<file path="config.mk">
export PLATFORM = sky130hd
export DESIGN_NAME = duty_command_parser_motor_drive
export DESIGN_NICKNAME = d
export VERILOG_FILES = /design/src/hw/rtl/dcp_pkg.sv /design/src/hw/rtl/dcp_parser.sv /design/src/hw/rtl/dcp_drive.sv /design/src/hw/rtl/duty_command_parser_motor_drive.sv
export SDC_FILE = /design/constraint.sdc
export NUM_CORES = 1
export LEC_CHECK = 0
export ABC_AREA = 1
export BUFFER_PORTS_ARGS = -buffer_cell sky130_fd_sc_hd__buf_4
export CORE_UTILIZATION = 55
export CTS_CLUSTER_DIAMETER = 120
export CTS_CLUSTER_SIZE = 20
export DETAILED_ROUTE_END_ITERATION = 12
export GPL_ROUTABILITY_DRIVEN = 0
export HOLD_SLACK_MARGIN = 0.02
export PLACE_DENSITY = 0.84
export SLEW_MARGIN = 0
export SYNTH_ARGS = -nofsm -noshare
export SYNTH_HDL_FRONTEND = slang
export SYNTH_HIERARCHICAL = 1
export SYNTH_SLANG_ARGS = --single-unit
</file>
<file path="constraint.sdc">
create_clock -name clock -period 5 [get_ports clock]
set_input_delay 0.75 -clock clock [delete_from_list [all_inputs] [get_ports clock]]
set_output_delay 0.75 -clock clock [all_outputs]
set_load 0.02 [all_outputs]
</file>
<file path="src/hw/rtl/dcp_pkg.sv">
// Package for the duty command parser: status codes, field widths, constants
// and the struct passed from the parser to the result stage. No dependencies.
`default_nettype none

package dcp_pkg;

   localparam int MOTOR_COUNT_DEFAULT = 2;

   localparam int BYTE_W   = 8;
   localparam int STATUS_W = 2;
   localparam int DUTY_W   = 8;
   localparam int REV_W    = 7;

   localparam logic [BYTE_W-1:0] CHAR_PERCENT = 8'h25;
   localparam logic [BYTE_W-1:0] CHAR_ZERO    = 8'h30;
   localparam logic [BYTE_W-1:0] CHAR_ONE     = 8'h31;
   localparam logic [BYTE_W-1:0] CHAR_NINE    = 8'h39;

   localparam logic [DUTY_W-1:0] DUTY_MID = 8'd100;

   typedef enum logic [STATUS_W-1:0] {
      ST_NOMATCH    = 2'd0,
      ST_INCOMPLETE = 2'd1,
      ST_COMPLETE   = 2'd2
   } status_type;

   typedef struct packed {
      status_type        status;
      logic [DUTY_W-1:0] duty0;   // motor 0 duty after this byte's update
   } parse_result_type;

endpackage

`default_nettype wire

</file>
<file path="src/hw/rtl/dcp_parser.sv">
// Parser state machine and per-motor duty store for the duty command parser.
// Depends on dcp_pkg.
`default_nettype none

module dcp_parser #(
   parameter int MOTOR_COUNT = dcp_pkg::MOTOR_COUNT_DEFAULT
) (
   input  wire logic                          clock,
   input  wire logic                          reset,
   input  wire logic                          step,
   input  wire logic [dcp_pkg::BYTE_W-1:0]    data_byte,
   output dcp_pkg::parse_result_type          result
);
   import dcp_pkg::*;

   typedef enum logic [1:0] {
      PH_IDLE  = 2'd0,
      PH_COUNT = 2'd1,
      PH_MOTOR = 2'd2,
      PH_DUTY  = 2'd3
   } phase_type;

   phase_type          phase_ff, phase_in;
   logic [3:0]         remain_ff, remain_in;
   logic [3:0]         motor_ff, motor_in;
   logic [DUTY_W-1:0]  acc_ff, acc_in;
   logic [DUTY_W-1:0]  stored_ff [MOTOR_COUNT];
   status_type         status;
   logic               is_digit;
   logic [3:0]         digit;

   assign is_digit = (data_byte >= CHAR_ZERO) && (data_byte <= CHAR_NINE);
   assign digit    = 4'(data_byte - CHAR_ZERO);

   always_comb begin
      phase_in  = phase_ff;
      remain_in = remain_ff;
      motor_in  = motor_ff;
      acc_in    = acc_ff;
      status    = ST_NOMATCH;
      case (phase_ff)
         PH_IDLE: begin
            if (data_byte == CHAR_PERCENT) begin
               phase_in = PH_COUNT;
               status   = ST_INCOMPLETE;
            end
         end
         PH_COUNT: begin
            if (data_byte >= CHAR_ONE && data_byte <= CHAR_NINE) begin
               remain_in = digit;
               phase_in  = PH_MOTOR;
               status    = ST_INCOMPLETE;
            end
         end
         PH_MOTOR: begin
            if (is_digit) begin
               motor_in  = digit;
               remain_in = remain_ff - 4'd1;
               acc_in    = '0;
               phase_in  = PH_DUTY;
               status    = ST_INCOMPLETE;
            end
         end
         default: begin
            if (is_digit && remain_ff != 4'd0) begin
               remain_in = remain_ff - 4'd1;
               acc_in    = DUTY_W'(16'(acc_ff) * 16'd10 + 16'(digit));
               status    = (remain_in == 4'd0) ? ST_COMPLETE : ST_INCOMPLETE;
            end
         end
      endcase
      if (status == ST_NOMATCH || status == ST_COMPLETE)
         phase_in = PH_IDLE;
   end

   // Completion only happens in the duty phase, so motor_ff is the command's motor.
   always_comb begin
      result.status = status;
      result.duty0  = stored_ff[0];
      if (status == ST_COMPLETE && motor_ff == 4'd0)
         result.duty0 = acc_in;
   end

   always_ff @(posedge clock) begin
      if (reset) begin
         phase_ff  <= PH_IDLE;
         remain_ff <= '0;
         motor_ff  <= '0;
         acc_ff    <= '0;
         for (int i = 0; i < MOTOR_COUNT; i++)
            stored_ff[i] <= '0;
      end else if (step) begin
         phase_ff  <= phase_in;
         remain_ff <= remain_in;
         motor_ff  <= motor_in;
         acc_ff    <= acc_in;
         // motors beyond the store are dropped
         for (int i = 0; i < MOTOR_COUNT; i++)
            if (status == ST_COMPLETE && motor_ff == 4'(i))
               stored_ff[i] <= acc_in;
      end
   end

endmodule

`default_nettype wire

</file>
<file path="src/hw/rtl/dcp_drive.sv">
// Result stage: maps motor 0 duty to the two PWM channel values and holds the
// result register for the rsp_ channel. Depends on dcp_pkg.
`default_nettype none

module dcp_drive (
   input  wire logic                          clock,
   input  wire logic                          reset,
   input  wire logic                          load,
   input  wire dcp_pkg::parse_result_type     result,
   input  wire logic                          payload_end,
   output logic                               can_load,
   output logic                               rsp_valid,
   input  wire logic                          rsp_ready,
   output logic [dcp_pkg::STATUS_W-1:0]       rsp_match_status,
   output logic                               rsp_drive_valid,
   output logic [dcp_pkg::DUTY_W-1:0]         rsp_forward_drive,
   output logic [dcp_pkg::REV_W-1:0]          rsp_reverse_drive,
   output logic                               rsp_direction_forward
);
   import dcp_pkg::*;

   logic                valid_ff;
   logic [STATUS_W-1:0] status_ff;
   logic                dvalid_ff, dvalid_in;
   logic [DUTY_W-1:0]   fwd_ff, fwd_in;
   logic [REV_W-1:0]    rev_ff, rev_in;
   logic                dir_ff, dir_in;

   assign can_load = !valid_ff || rsp_ready;

   always_comb begin
      dvalid_in = payload_end;
      fwd_in    = '0;
      rev_in    = '0;
      dir_in    = 1'b0;
      if (payload_end) begin
         if (result.duty0 > DUTY_MID) begin
            fwd_in = result.duty0 - DUTY_MID;
            dir_in = 1'b1;
         end else begin
            rev_in = REV_W'(DUTY_MID - result.duty0);
         end
      end
   end

   always_ff @(posedge clock) begin
      if (reset) begin
         valid_ff <= 1'b0;
      end else if (load) begin
         valid_ff <= 1'b1;
      end else if (rsp_ready) begin
         valid_ff <= 1'b0;
      end
      if (load) begin
         status_ff <= result.status;
         dvalid_ff <= dvalid_in;
         fwd_ff    <= fwd_in;
         rev_ff    <= rev_in;
         dir_ff    <= dir_in;
      end
   end

   assign rsp_valid             = valid_ff;
   assign rsp_match_status      = status_ff;
   assign rsp_drive_valid       = dvalid_ff;
   assign rsp_forward_drive     = fwd_ff;
   assign rsp_reverse_drive     = rev_ff;
   assign rsp_direction_forward = dir_ff;

endmodule

`default_nettype wire

</file>
<file path="src/hw/rtl/duty_command_parser_motor_drive.sv">
// Top level of the duty command parser with motor drive output.
// Depends on dcp_pkg, dcp_parser and dcp_drive.
//
// Usage:
//   req_ channel carries one payload byte per transaction (req_data_byte) and
//   req_payload_end, set on the last byte of a payload. Each transaction
//   yields exactly one rsp_ transaction: the parser status for that byte and,
//   when payload_end was set, the PWM values derived from motor 0's duty.
//   Commands are '%', a count digit 1-9, a motor digit, then count-1 duty
//   digits; duties for motors at or above MOTOR_COUNT are dropped.
// Timing: a byte in the input register is parsed and its result loaded into
//   the result register, which raises rsp_valid, once that register can load.
// Throughput: one transaction per cycle while rsp_ready is high; the parse
//   step is one registered update of phase, count, accumulator and duty store.
// Reset: synchronous, clears the parser to idle, all stored duties to zero
//   and both pipeline registers to empty.
// Stall: when rsp_ready is low the result register holds; the input register
//   still takes one more byte, after which req_ready drops until the result
//   is taken.
`default_nettype none

module duty_command_parser_motor_drive #(
   parameter int MOTOR_COUNT = dcp_pkg::MOTOR_COUNT_DEFAULT
) (
   input  wire logic                          clock,
   input  wire logic                          reset,
   input  wire logic                          req_valid,
   output logic                               req_ready,
   input  wire logic [dcp_pkg::BYTE_W-1:0]    req_data_byte,
   input  wire logic                          req_payload_end,
   output logic                               rsp_valid,
   input  wire logic                          rsp_ready,
   output logic [dcp_pkg::STATUS_W-1:0]       rsp_match_status,
   output logic                               rsp_drive_valid,
   output logic [dcp_pkg::DUTY_W-1:0]         rsp_forward_drive,
   output logic [dcp_pkg::REV_W-1:0]          rsp_reverse_drive,
   output logic                               rsp_direction_forward
);
   import dcp_pkg::*;

   logic              in_valid_ff;
   logic [BYTE_W-1:0] in_byte_ff;
   logic              in_end_ff;
   logic              can_load;
   logic              advance;
   parse_result_type  result;

   assign advance   = in_valid_ff && can_load;
   assign req_ready = !in_valid_ff || can_load;

   always_ff @(posedge clock) begin
      if (reset) begin
         in_valid_ff <= 1'b0;
      end else if (req_ready) begin
         in_valid_ff <= req_valid;
      end
      if (req_valid && req_ready) begin
         in_byte_ff <= req_data_byte;
         in_end_ff  <= req_payload_end;
      end
   end

   dcp_parser #(
      .MOTOR_COUNT (MOTOR_COUNT)
   ) u_parser (
      .clock     (clock),
      .reset     (reset),
      .step      (advance),
      .data_byte (in_byte_ff),
      .result    (result)
   );

   dcp_drive u_drive (
      .clock                 (clock),
      .reset                 (reset),
      .load                  (advance),
      .result                (result),
      .payload_end           (in_end_ff),
      .can_load              (can_load),
      .rsp_valid             (rsp_valid),
      .rsp_ready             (rsp_ready),
      .rsp_match_status      (rsp_match_status),
      .rsp_drive_valid       (rsp_drive_valid),
      .rsp_forward_drive     (rsp_forward_drive),
      .rsp_reverse_drive     (rsp_reverse_drive),
      .rsp_direction_forward (rsp_direction_forward)
   );

endmodule

`default_nettype wire

</file>
Yosys cells after proc, flatten, opt, wreduce, memory -nomap -nowiden
Memory sizes are Yosys's and may differ from the RTL's.
Cells that the tools add are included.
- reduce and logical (&&, ||, !) cells: 26
- multiplexer cells: 34
- equality and inequality tests: 10
- $lt $le $gt $ge: 4
- bitwise operators: 4
- $mul: 1
- add/subtract/negate cells: 5
- operators by type and width (cell ; number):
    $mux W8 ; 5
    $ge A8 B6 Y1 const B ; 2
    $mux W1 ; 16
    $pmux W8 S2 ; 1
    $mux W2 ; 6
    $mux W4 ; 3
    $pmux W2 S3 ; 2
    $pmux W4 S3 ; 1
    $reduce_and A5 Y1 ; 2
    $ne A3 B1 Y1 const B ; 3
    $add A8 B4 Y8 ; 1
    $eq A8 B6 Y1 const B ; 1
    $gt A8 B7 Y1 const B ; 1
    $le A8 B6 Y1 const B ; 1
    $logic_not A4 Y1 ; 2
    $mul A8 B3 Y7 const B ; 1
    $reduce_bool A4 Y1 ; 2
    $sub A4 B1 Y4 const B ; 2
    $sub A8 B7 Y8 const B ; 1
    $logic_and A1 B1 Y1 ; 7
    $sub A7 B7 Y7 const A ; 1
    $eq A2 B2 Y1 const B ; 2
    $eq A4 B1 Y1 const B ; 1
    $logic_not A2 Y1 ; 2
    11 further kinds ; 18
- logic and storage cells: 98
- output and inout port bits: 21
- memory bits (writable): 16
- bits in registers: 48
- input port bits: 13
- memories kept: 1
- memory list (name ; words ; width ; rd ports ; clocked after memory_dff ; write ports ; line ; RTL):
    u_parser.stored_ff ; 2 ; 8 ; 1 ; 0 ; 2 ; dcp_parser.sv:27 ; logic [DUTY_W-1:0] stored_ff [MOTOR_COUNT];

Depth between registers and ports, before layout
Gate-level depths: netlist of run 1.
- depth after elaboration: 12
- mapped depth: 20
- depth with buffers taken out: 20

Hierarchy
The synthesis of run 1 kept the hierarchy.
- modules (own cells, without submodules) (module ; area each (µm²) ; sequential area each (µm²) ; instances ; cells each):
    dcp_parser ; 1978.1 ; 600.6 ; 1 ; 280
    dcp_drive ; 982.2 ; 590.6 ; 1 ; 94
    duty_command_parser_motor_drive ; 325.3 ; 290.3 ; 1 ; 17

Worst setup path before layout of run 1
OpenSTA, ideal clock, no wires.
- kind: register to register
- from: reg u_parser.acc_ff[1]
- to: reg u_drive.rev_ff[3], in the netlist u_drive/rsp_reverse_drive[3] (data pin)
- slack: 2.367 ns
- cell stages (with the launch flop): 17
- required time: 4.744 ns
- library setup time: 0.256 ns
- path buffers: 0
- arrival time: 2.377 ns
- cells stage by stage: dfxtp_1 > ha_1 > ha_1 > inv_1 > fa_1 > nor2_1 > nand2_1 > nor2_1 > o21ai_0 > nand2_1 > inv_1 > o21ai_1 > nand2_2 > inv_2 > nand3_4 > nand3_2 > nor2_1
- RTL lines (element ; line ; RTL):
    start, declared ; dcp_parser.sv:26 ; logic [DUTY_W-1:0] acc_ff, acc_in;
    start signal, assigned ; dcp_parser.sv:96 ; acc_ff <= acc_in;
    end signal, assigned ; dcp_drive.sv:58 ; rev_ff <= rev_in;
    end, declared ; dcp_drive.sv:26 ; logic [REV_W-1:0] rev_ff, rev_in;

==> results.py, run 1 <==
metrics = {
    "sta": {
        "setup_viol": 0,
        "final.period_utilization_pct": 59.8,
        "finalHoldViolations": 0,
        "worstMarginPinSlew_ns": 0.907,
        "tns_ns": 0,
        "fmax_mhz": 335,
        "grt_setup_unrepaired": "no",
        "min_period_ns": 2.99,
        "fin_skew_ns": 0.0110,
        "slew_headroom_pct": 39.5,
        "slew_violations": 0,
        "worst_slack_ns": 2.01,
    },
    "final_layout": {
        "fillers": 467,
        "drive_above_1_share_pct": 14.7,
        "nets": 464,
        "final_cells": 500,
        "area_growth_pct": 12.5,
        "finalCoreUtilization_pct": 65.5,
        "antenna_cells": 0,
    },
    "setup_path": {
        "cp-end-kind": "flip-flop",
        "rrSetupSlack_ns": 2.01,
        "timing.rr.start": "u_parser/acc_ff[1]",
        "required_ns": 5.08,
        "critical_path_arrival_ns": 3.07,
        "r2r-end": "u_drive/rsp_reverse_drive[3]",
        "crit_path_start_kind": "flip-flop",
        "worstSetupPathType": "flip-flop to flip-flop",
        "r2r_cells": 13,
        "worstPathMaxFanout": 7,
    },
    "power": {
        "p_leak_uw": 0.00170,
        "p_int_uw": 661,
        "p_sw_share_pct": 27.0,
        "total_power_uw": 905,
        "p_comb_share_pct": 13.0,
        "p_seq_share_pct": 58.0,
        "clkPwrFrac_pct": 29.0,
        "power.density_mw_per_mm2": 245,
        "peakVddDrop_v": 0.000150,
        "switchingPower_uw": 245,
    },
    "global_route": {
        "met3_usage_pct": 3.79,
        "grt_usage_pct": 21.8,
        "grt_util_met2_pct": 39.1,
        "antenna_found_initial": 0,
        "grt_pass1_vias": 2479,
        "grtUsageMet1_pct": 24.6,
        "overflow": 0,
        "grt_busiest_layer": "met2",
        "grt_first_pass_wirelength_mm": 10.6,
        "grt_max_degree": 32,
    },
    "synth": {
        "ys_ff_latch": 56,
        "synthCells": 391,
        "syn_nets": 428,
        "syn_area_mm2": 0.00329,
        "ys_seq_area_share_pct": 45.1,
        "synth_warnings": 6,
        "post_synth_num_cell_types": 38,
        "syn_area_per_cell_um2": 8.40,
    },
    "placed_design": {
        "hpwlAfterDp_mm": 4.83,
        "dpl_worst_slack_ns": 2.01,
        "dp.cells": 492,
        "port-buffer-count": 33,
    },
    "run_status": {
        "status": "finished clean",
    },
    "die": {
        "die_x_um": 79.3,
        "dieArea_mm2": 0.00629,
        "io_pins": 34,
        "fp.dieH_um": 79.3,
        "row_count": 27,
        "coreArea_mm2": 0.00564,
        "start_util_pct": 58.2,
    },
    "min_path": {
        "hold_class": "flip-flop to flip-flop",
        "worstHoldEndpoint": "in_valid_ff",
        "min_from": "in_valid_ff",
        "holdPathStages": 2,
    },
    "cts": {
        "cts_hold_buf": 0,
        "clk_latency_ns": 0.32,
        "cts_resized": 0,
        "numCtsBuffers": 5,
        "cts-htree-levels": 2,
        "clk_pin_slew_worst_paths_ns": 0.10,
        "post_cts_buffers": 0,
        "cts_num_sinks": 56,
        "tritoncts": "built",
        "max-clock-path-buffers": 2,
        "clock-root-buffer": "clkbuf_8",
    },
    "flow_run": {
        "cap_violations": 0,
    },
    "route": {
        "ant_nets": 0,
        "drt_iter0_markers": 119,
        "drc_errors": 0,
        "avgViaCountPerCell": 5.29,
        "drt-total-wl_mm": 6.52,
        "wl_per_cell_um": 13.0,
        "vias": 2644,
        "drtPass1Iterations": 4,
    },
}
-- cells in the final DEF, fill, tap and decap left out, drive strengths merged, types with 2 or more instances in the layout --
master  synthesis  final
a21oi          23     23
a31oi           2      2
buf             2     34
clkbuf          3      5
clkinv          2      3
dfxtp          20     20
edfxtp         36     36
fa              2      2
ha             22     22
inv            55     56
nand2          95     95
nand3          28     28
nand3b          4      4
nor2           45     45
nor2b           2      2
nor3            3      3
o211a           2      2
o211ai          6      6
o21ai          24     24
xnor2           3      3
xor2            7      7
-- worst max-delay path by stage --
stage	from	end	slack, ns	cells after the start
5_1_grt	in_byte_ff[1]	u_drive/rsp_reverse_drive[1]	1.74	13
3_3_place_gp	in_byte_ff[1]	u_drive/rsp_reverse_drive[6]	2.14	13
6_report	u_parser/acc_ff[1]	u_drive/rsp_reverse_drive[3]	2.01	13
4_1_cts	u_parser/acc_ff[1]	u_drive/rsp_reverse_drive[3]	2.01	13
3_5_place_dp	u_parser/acc_ff[1]	u_drive/rsp_reverse_drive[3]	2.01	13
2_1_floorplan	u_parser/acc_ff[1]	u_drive/rsp_reverse_drive[3]	2.37	16
-- layer usage --
layer	vias to the layer above	share of wire, %
met5	-	0
met4	0	2.3
met3	13	4.3
met2	74	50
met1	1203	43
li1	1354	-
-- state kept, by name, summed over array words and instances (netlist names) --
| name | count |
|---|---|
| in_byte_ff | 8 |
| in_end_ff | 1 |
| in_valid_ff | 1 |
| u_drive/rsp_direction_forward | 1 |
| u_drive/rsp_drive_valid | 1 |
| u_drive/rsp_forward_drive | 8 |
| u_drive/rsp_match_status | 2 |
| u_drive/rsp_reverse_drive | 7 |
| u_drive/rsp_valid | 1 |
| u_parser/acc_ff | 8 |
| u_parser/motor_ff | 4 |
| u_parser/phase_ff | 2 |
| u_parser/remain_ff | 4 |
| u_parser/stored_ff | 8 |
-- cells by family (layout without fill, tap and decap cells) --
| kind of cell | count (synthesis) | count (layout) | synth area share (%) |
|---|---|---|---|
| AND/OR/NAND/NOR | 180 | 180 | 24.9 |
| buffers and inverters | 62 | 99 | 7.43 |
| AO/OA/AOI/OAI | 58 | 58 | 10.0 |
| flip-flops | 56 | 56 | 45.1 |
| adder cells (fa/ha/maj) | 24 | 24 | 9.60 |
| XOR/XNOR | 10 | 10 | 2.67 |
| multiplexers | 1 | 1 | 0.305 |
-- synthesized netlist by cell type, drive strengths merged --
master | number | area, um2
nand2 | 95 | 384
inv | 55 | 206
nor2 | 45 | 181
edfxtp | 36 | 1080
nand3 | 28 | 163
o21ai | 24 | 120
a21oi | 23 | 119
ha | 22 | 275
dfxtp | 20 | 400
xor2 | 7 | 61.3
o211ai | 6 | 50.1
nand3b | 4 | 30.0
clkbuf | 3 | 11.3
nor3 | 3 | 26.3
xnor2 | 3 | 26.3
a31oi | 2 | 12.5
buf | 2 | 18.8
clkinv | 2 | 7.51
fa | 2 | 40.0
nor2b | 2 | 12.5
o211a | 2 | 20.0
a21o | 1 | 7.51
mux2i | 1 | 10.0
nand4 | 1 | 6.26
nor4 | 1 | 6.26
nor4b | 1 | 8.76
-- worst max-delay path, cell delays in order, from the launching register on --
cell and delay (ns):
dfxtp_1 0.43, ha_1 0.27, ha_1 0.22, inv_1 0.08, fa_1 0.46, xor2_1 0.18
nand2_1 0.08, o211ai_1 0.13, o21ai_1 0.44, nand2_2 0.10, inv_2 0.10, nand3_4 0.08
nand3_2 0.13, nor2_1 0.07
-- stage by stage --
stage	area (um2)	hold WS [ns]
floorplan	3290	0.496
global placement	3600	0.483
detailed placement	3600	0.495
CTS	3700	0.513
global route	3700	0.543
finish	3700	0.514
-- layout make-up --
type,instances,area (um2),share of cell area (%)
Clock inverter,3,27.5,0.745
Timing Repair Buffer,34,255,6.90
Tap cell,72,90.1,2.44
Sequential cell,56,1480,40.1
Clock buffer,5,68.8,1.86
Inverter,57,214,5.79
Multi-Input combinational cell,273,1560,42.2
-- power by group through the flow --
stage / clock (uW) / combinational [uW] / sequential [uW]
floorplan: 0 / 68.9 / 544
CTS: 269 / 117 / 525
finish: 263 / 118 / 525
detailed placement: 0 / 117 / 536
global route: 282 / 131 / 527
global placement: 0 / 113 / 535
Power figures use the tool's default switching activity.
==> run 2: changes to the inputs <==
--- a/config.mk
+++ b/config.mk
@@ -5,7 +5,7 @@
 export SDC_FILE = /design/constraint.sdc
 export NUM_CORES = 1
 export LEC_CHECK = 0
-export ABC_AREA = 1
+export ABC_AREA = 0
 export BUFFER_PORTS_ARGS = -buffer_cell sky130_fd_sc_hd__buf_4
 export CORE_UTILIZATION = 55
 export CTS_CLUSTER_DIAMETER = 120
==> constraint.sdc (replaced) <==
create_clock -name clock -period 2.75 [get_ports clock]
set_input_delay 0.4125 -clock clock [delete_from_list [all_inputs] [get_ports clock]]
set_output_delay 0.4125 -clock clock [all_outputs]
set_load 0.02 [all_outputs]
==> results.py, run 2 <==
metrics = {
    "power": {
        "power.density_mw_per_mm2": 376,
        "peakVddDrop_v": 0.000355,
        "total_power_uw": 1710,
        "p_leak_uw": 0.00184,
    },
    "route": {
        "ant_nets": 0,
        "drtPass1Iterations": 5,
        "drc_errors": 0,
        "vias": 2840,
        "drt_iter0_markers": 204,
        "avgViaCountPerCell": 5.90,
        "wl_per_cell_um": 17.3,
        "drt-total-wl_mm": 8.30,
    },
    "placed_design": {
        "port-buffer-count": 33,
        "hpwlAfterDp_mm": 5.53,
    },
    "synth": {
        "yosysTopAreaCell": "edfxtp_1",
        "syn_area_per_cell_um2": 10.8,
        "ys_ff_latch": 56,
        "synthCells": 309,
        "synth-main-ff-cell": "edfxtp_1",
        "synthArstFlopShare_pct": 0,
        "yosys.cell_count.top_type": "edfxtp_1",
        "syn_nets": 346,
        "synth_edf_count": 36,
        "ys_top_cells_by_count": "edfxtp_1, nor2_1, inv_1",
        "yosys-top-cells-area": "edfxtp_1, dfxtp_1, ha_1",
        "post_synth_num_cell_types": 68,
        "synth_warnings": 6,
        "synth_top_area_share_pct": 32.5,
        "ys_seq_area_share_pct": 44.5,
        "syn_area_mm2": 0.00333,
    },
    "global_route": {
        "grt_first_pass_wirelength_mm": 13.0,
        "grtUsageMet1_pct": 33.4,
        "grt_usage_pct": 26.8,
        "antenna_found_initial": 0,
        "grt_busiest_layer": "met2",
        "met3_usage_pct": 4.57,
        "grt_util_met2_pct": 45.8,
        "grt_max_degree": 37,
        "overflow": 0,
        "grt_pass1_vias": 2755,
    },
    "sta": {
        "slew_headroom_pct": 57.4,
        "grt_setup_unrepaired": "yes",
        "slew_violations": 0,
        "setup_viol": 16,
        "worstMarginPinSlew_ns": 0.638,
        "fmax_mhz": 325,
        "worst_slack_ns": -0.327,
        "final.period_utilization_pct": 112,
        "min_period_ns": 3.08,
        "finalHoldViolations": 0,
        "fin_skew_ns": 0.0110,
    },
    "final_layout": {
        "finalCoreUtilization_pct": 80.1,
        "area_growth_pct": 36.6,
        "final_cell_mix": "buf_4, edfxtp_1, nor2_1",
        "antenna_cells": 0,
        "final_common_cell": "buf_4",
        "nets": 445,
        "drive_above_1_share_pct": 46.0,
        "fillers": 334,
    },
    "die": {
        "io_pins": 34,
        "coreArea_mm2": 0.00568,
        "dieArea_mm2": 0.00637,
        "die_x_um": 79.8,
        "start_util_pct": 58.7,
        "row_count": 27,
        "fp.dieH_um": 79.8,
    },
    "min_path": {
        "min_from": "req_data_byte[0]",
        "worstHoldEndpoint": "in_byte_ff[0]",
        "holdPathStages": 1,
        "hold_class": "input port to flip-flop",
    },
    "setup_path": {
        "path_delay_family": "simple AND/OR/NAND/NOR gates",
        "timing.rr.start": "u_parser/remain_ff[1]",
        "r2r-end": "u_drive/rsp_forward_drive[2]",
        "required_ns": 2.83,
        "cp-startpoint": "u_parser/remain_ff[1]",
        "r2r_cells": 13,
        "cp-end-kind": "flip-flop",
        "slowest_stage": "dfxtp_4",
        "crit_buf_inv": 3,
        "worstSetupPathType": "flip-flop to flip-flop",
        "rrSetupSlack_ns": -0.33,
        "worstPathMaxFanout": 5,
        "critical_path_arrival_ns": 3.16,
        "path_cells": "inv_4, ha_4, or3b_4, o31ai_4, nand4_4, nor2_4, mux2_4, inv_4, ha_4, a21oi_4, o311ai_4, buf_6, nor2_2",
        "slowest_delay_ns": 0.38,
        "crit_path_start_kind": "flip-flop",
    },
    "cts": {
        "max-clock-path-buffers": 2,
        "clock-root-buffer": "clkbuf_8",
        "cts_num_sinks": 56,
        "cts-htree-levels": 2,
        "clk_pin_slew_worst_paths_ns": 0.10,
        "clk_latency_ns": 0.31,
        "numCtsBuffers": 5,
        "tritoncts": "built",
    },
    "flow_run": {
        "cap_violations": 0,
    },
    "run_status": {
        "status": "finished with violations",
        "violations": "negative setup slack",
    },
}
-- run 2: repair_timing --
item	4_1_cts	5_1_grt
hold buffers	0	0
cloned	0	0
setup endpoints to repair	16	16
buffers inserted	10	1
gates resized for setup	41	8
pin swaps	20	5
-- run 2: cell families (layout without fill, tap and decap cells) --
logic type | count (synthesis) | count (layout) | synth area share (%)
AOI/OAI and AO/OA | 76 | 76 | 17.1
muxes | 8 | 8 | 2.52
adders and majority gates | 24 | 24 | 9.47
and+or+nand+nor | 98 | 98 | 18.2
buffers and inverters | 34 | 134 | 4.36
xor gates and xnor gates | 13 | 13 | 3.83
DFF | 56 | 56 | 44.5
-- run 2: how the worst max path moves through the flow --
stage / slack [ns] / cells after the start / to
finish: -0.33 / 13 / u_drive/rsp_forward_drive[2]
detailed placement: -0.40 / 12 / u_drive/rsp_forward_drive[4]
global placement: -0.33 / 12 / u_drive/rsp_direction_forward
global route: -0.39 / 13 / u_drive/rsp_forward_drive[2]
CTS: -0.22 / 12 / u_drive/rsp_reverse_drive[2]
floorplan: -0.27 / 12 / u_drive/rsp_forward_drive[6]
-- run 2: metrics by stage --
step / TNS, ns / instance area (um2) / hold slack [ns] / worst slack [ns] / std cells
after CTS: -3.13 / 4520 / 0.272 / -0.216 / 481
after detailed placement: -5.65 / 4190 / 0.487 / -0.404 / 463
final: -4.50 / 4550 / 0.281 / -0.327 / 481
after global placement: -4.86 / 4190 / 0.478 / -0.335 / 463
after global routing: -5.76 / 4550 / 0.268 / -0.393 / 481
after floorplan: -4.00 / 3470 / 0.465 / -0.271 / 309
-- run 2: layer usage --
layer / share of wire, % / routed length, um
met5: 0 / 0
met4: 2.7 / 227
met3: 6.1 / 509
met2: 50 / 4170
met1: 41 / 3390
-- run 2: worst register-to-register path: stages, from the launching register on --
cell and delay, ns:
dfxtp_4 0.38, inv_4 0.05, ha_4 0.15, or3b_4 0.38, o31ai_4 0.29, nand4_4 0.19
nor2_4 0.20, mux2_4 0.38, inv_4 0.09, ha_4 0.16, a21oi_4 0.06, o311ai_4 0.28
buf_6 0.19, nor2_2 0.05
-- run 2: final cells by class --
type | count | area (um2) | area share [%]
clock buffers | 8 | 100 | 2.20
multi-input cells | 219 | 1970 | 43.2
flip-flops and latches | 56 | 1490 | 32.8
well taps | 72 | 90.1 | 1.98
inverters | 24 | 100 | 2.20
repair buffers | 102 | 800 | 17.6
-- run 2: power by group --
part	internal, uW	leakage [uW]	switching, uW
clock network	231	0.0000515	261
registers	925	0.000520	18.3
logic	133	0.00126	143
total	1290	0.00184	423
==> run 3: changes to the inputs <==
--- a/config.mk
+++ b/config.mk
@@ -6,14 +6,16 @@
 export NUM_CORES = 1
 export LEC_CHECK = 0
 export ABC_AREA = 0
-export BUFFER_PORTS_ARGS = -buffer_cell sky130_fd_sc_hd__buf_4
+export CORE_ASPECT_RATIO = 0.9
 export CORE_UTILIZATION = 55
+export CTS_BUF_LIST = sky130_fd_sc_hd__clkbuf_4
 export CTS_CLUSTER_DIAMETER = 120
 export CTS_CLUSTER_SIZE = 20
 export DETAILED_ROUTE_END_ITERATION = 12
+export DONT_BUFFER_PORTS = 1
 export GPL_ROUTABILITY_DRIVEN = 0
 export HOLD_SLACK_MARGIN = 0.02
-export PLACE_DENSITY = 0.84
+export PLACE_DENSITY = 0.79
 export SLEW_MARGIN = 0
 export SYNTH_ARGS = -nofsm -noshare
 export SYNTH_HDL_FRONTEND = slang
==> results.py, run 3 (synthesis gave the netlist of run 2 again) <==
metrics = {
    "setup_path": {
        "slowest_delay_ns": 0.40,
        "cp-end-kind": "flip-flop",
        "worstPathMaxFanout": 8,
        "crit_path_start_kind": "flip-flop",
        "worstSetupPathType": "flip-flop to flip-flop",
        "path_cells": "inv_2, ha_4, or3b_4, o31ai_4, nand4_4, nor2_4, buf_6, mux2_4, inv_4, ha_4, a21oi_4, o311ai_4, buf_6, nor2_1",
        "rrSetupSlack_ns": -0.23,
        "required_ns": 2.91,
        "slowest_stage": "dfxtp_4",
        "critical_path_arrival_ns": 3.13,
    },
    "route": {
        "drtPass1Iterations": 8,
        "ant_nets": 0,
        "vias": 2614,
        "wl_per_cell_um": 16.1,
        "drc_errors": 4,
        "drt-total-wl_mm": 7.22,
        "drt_iter0_markers": 202,
        "avgViaCountPerCell": 5.85,
    },
    "cts": {
        "clk_latency_ns": 0.38,
        "cts_hold_buf": 0,
        "cts_num_sinks": 56,
        "numCtsBuffers": 5,
        "max-clock-path-buffers": 2,
        "tritoncts": "built",
        "clock-root-buffer": "clkbuf_4",
        "clk_pin_slew_worst_paths_ns": 0.16,
        "cts-htree-levels": 2,
    },
    "placed_design": {
        "hpwlAfterDp_mm": 5.21,
        "dpl_cell_area_mm2": 0.00395,
        "port-buffer-count": 0,
        "dp.cells": 429,
    },
    "sta": {
        "fmax_mhz": 336,
        "slew_headroom_pct": 63.8,
        "finalHoldViolations": 0,
        "grt_setup_unrepaired": "yes",
        "setup_viol": 16,
        "fin_skew_ns": 0.0107,
        "min_period_ns": 2.98,
        "worstMarginPinSlew_ns": 0.543,
        "final.period_utilization_pct": 108,
        "worst_slack_ns": -0.229,
        "slew_violations": 0,
    },
    "final_layout": {
        "final_cell_mix": "buf_4, edfxtp_1, nor2_1",
        "area_growth_pct": 26.6,
        "final_cells": 447,
        "drive_above_1_share_pct": 39.3,
        "nets": 413,
        "fillers": 370,
        "antenna_cells": 0,
        "design_area_mm2": 0.00421,
        "final_common_cell": "buf_4",
    },
    "power": {
        "power.density_mw_per_mm2": 368,
        "peakVddDrop_v": 0.000303,
        "p_leak_uw": 0.00165,
    },
    "flow_run": {
        "cap_violations": 0,
    },
    "die": {
        "fp.dieH_um": 75.8,
        "die_x_um": 84.0,
        "row_count": 26,
        "coreArea_mm2": 0.00576,
        "start_util_pct": 57.8,
        "io_pins": 34,
        "dieArea_mm2": 0.00637,
    },
    "global_route": {
        "antenna_found_initial": 0,
        "grt_pass1_vias": 2431,
        "overflow": 0,
        "grt_first_pass_wirelength_mm": 11.6,
        "grt_usage_pct": 23.6,
        "grt_max_degree": 26,
    },
    "run_status": {
        "violations": "design-rule violations, negative setup slack",
        "status": "finished with violations",
    },
    "min_path": {
        "hold_class": "input port to flip-flop",
    },
}
run 3: layout make-up:
cell class,count,area (um2),share of cell area (%)
Sequential cell,56,1490,35.4
Tap cell,70,87.6,2.08
Clock inverter,3,21.3,0.505
Inverter,24,97.6,2.32
Timing Repair Buffer,70,541,12.8
Clock buffer,5,37.5,0.891
Multi-Input combinational cell,219,1940,46.0
run 3: stage by stage:
stage          hold WS (ns)  util (%)  TNS (ns)  total power [uW]  worst slack (ns)
3_5_place_dp          0.479      68.6     -5.27              1170            -0.362
6_report             0.0740      73.2     -3.40              1550            -0.229
2_1_floorplan         0.465         -     -4.00              1110            -0.271
4_1_cts              0.0641      72.5     -3.20              1550            -0.230
3_3_place_gp          0.477      68.6     -4.44              1170            -0.313
5_1_grt              0.0440      73.2     -5.68              1610            -0.383
run 3: layer usage:
| metal | global-route usage [%] | up-vias | part of all wire (%) | wire length, um |
|---|---|---|---|---|
| met2 | 40.9 | 91 | 48 | 3440 |
| met5 | 0 | - | 0 | 0 |
| met3 | 4.12 | 2 | 5.0 | 360 |
| met4 | 5.75 | 0 | 0.44 | 32 |
| met1 | 31.4 | 1255 | 47 | 3390 |
| li1 | - | 1266 | - | - |
run 3: final timing paths:
check | start | end | cells past startpoint
max | u_parser/remain_ff[0] | u_drive/rsp_forward_drive[3] | 14
min | reset | in_valid_ff | 1
min reg2reg | u_parser/acc_ff[7] | u_parser/acc_ff[7] | 2
max reg2reg | u_parser/remain_ff[0] | u_drive/rsp_forward_drive[3] | 14
run 3: critical path: cells and delay by family, from the launching register on:
kind            cells  cell delay [ns]
fa+ha+maj           2             0.29
mux                 1             0.31
simple gates        4             0.77
compound gates      3             0.58
flops               1             0.40
buf+inv             4             0.40
run 3: what timing repair did:
| action | in CTS | in global routing |
|---|---|---|
| resized for setup | 23 | 7 |
| buffers inserted | 8 | 2 |
| cloned | 0 | 0 |
| endpoints found under the setup margin | 16 | 16 |
| pin swaps | 11 | 6 |
run 3: report_power, final:
part	internal, uW	leakage [uW]	switching (uW)
sequential	927	0.000520	34.3
combinational	108	0.00110	109
clock	102	0.0000316	269
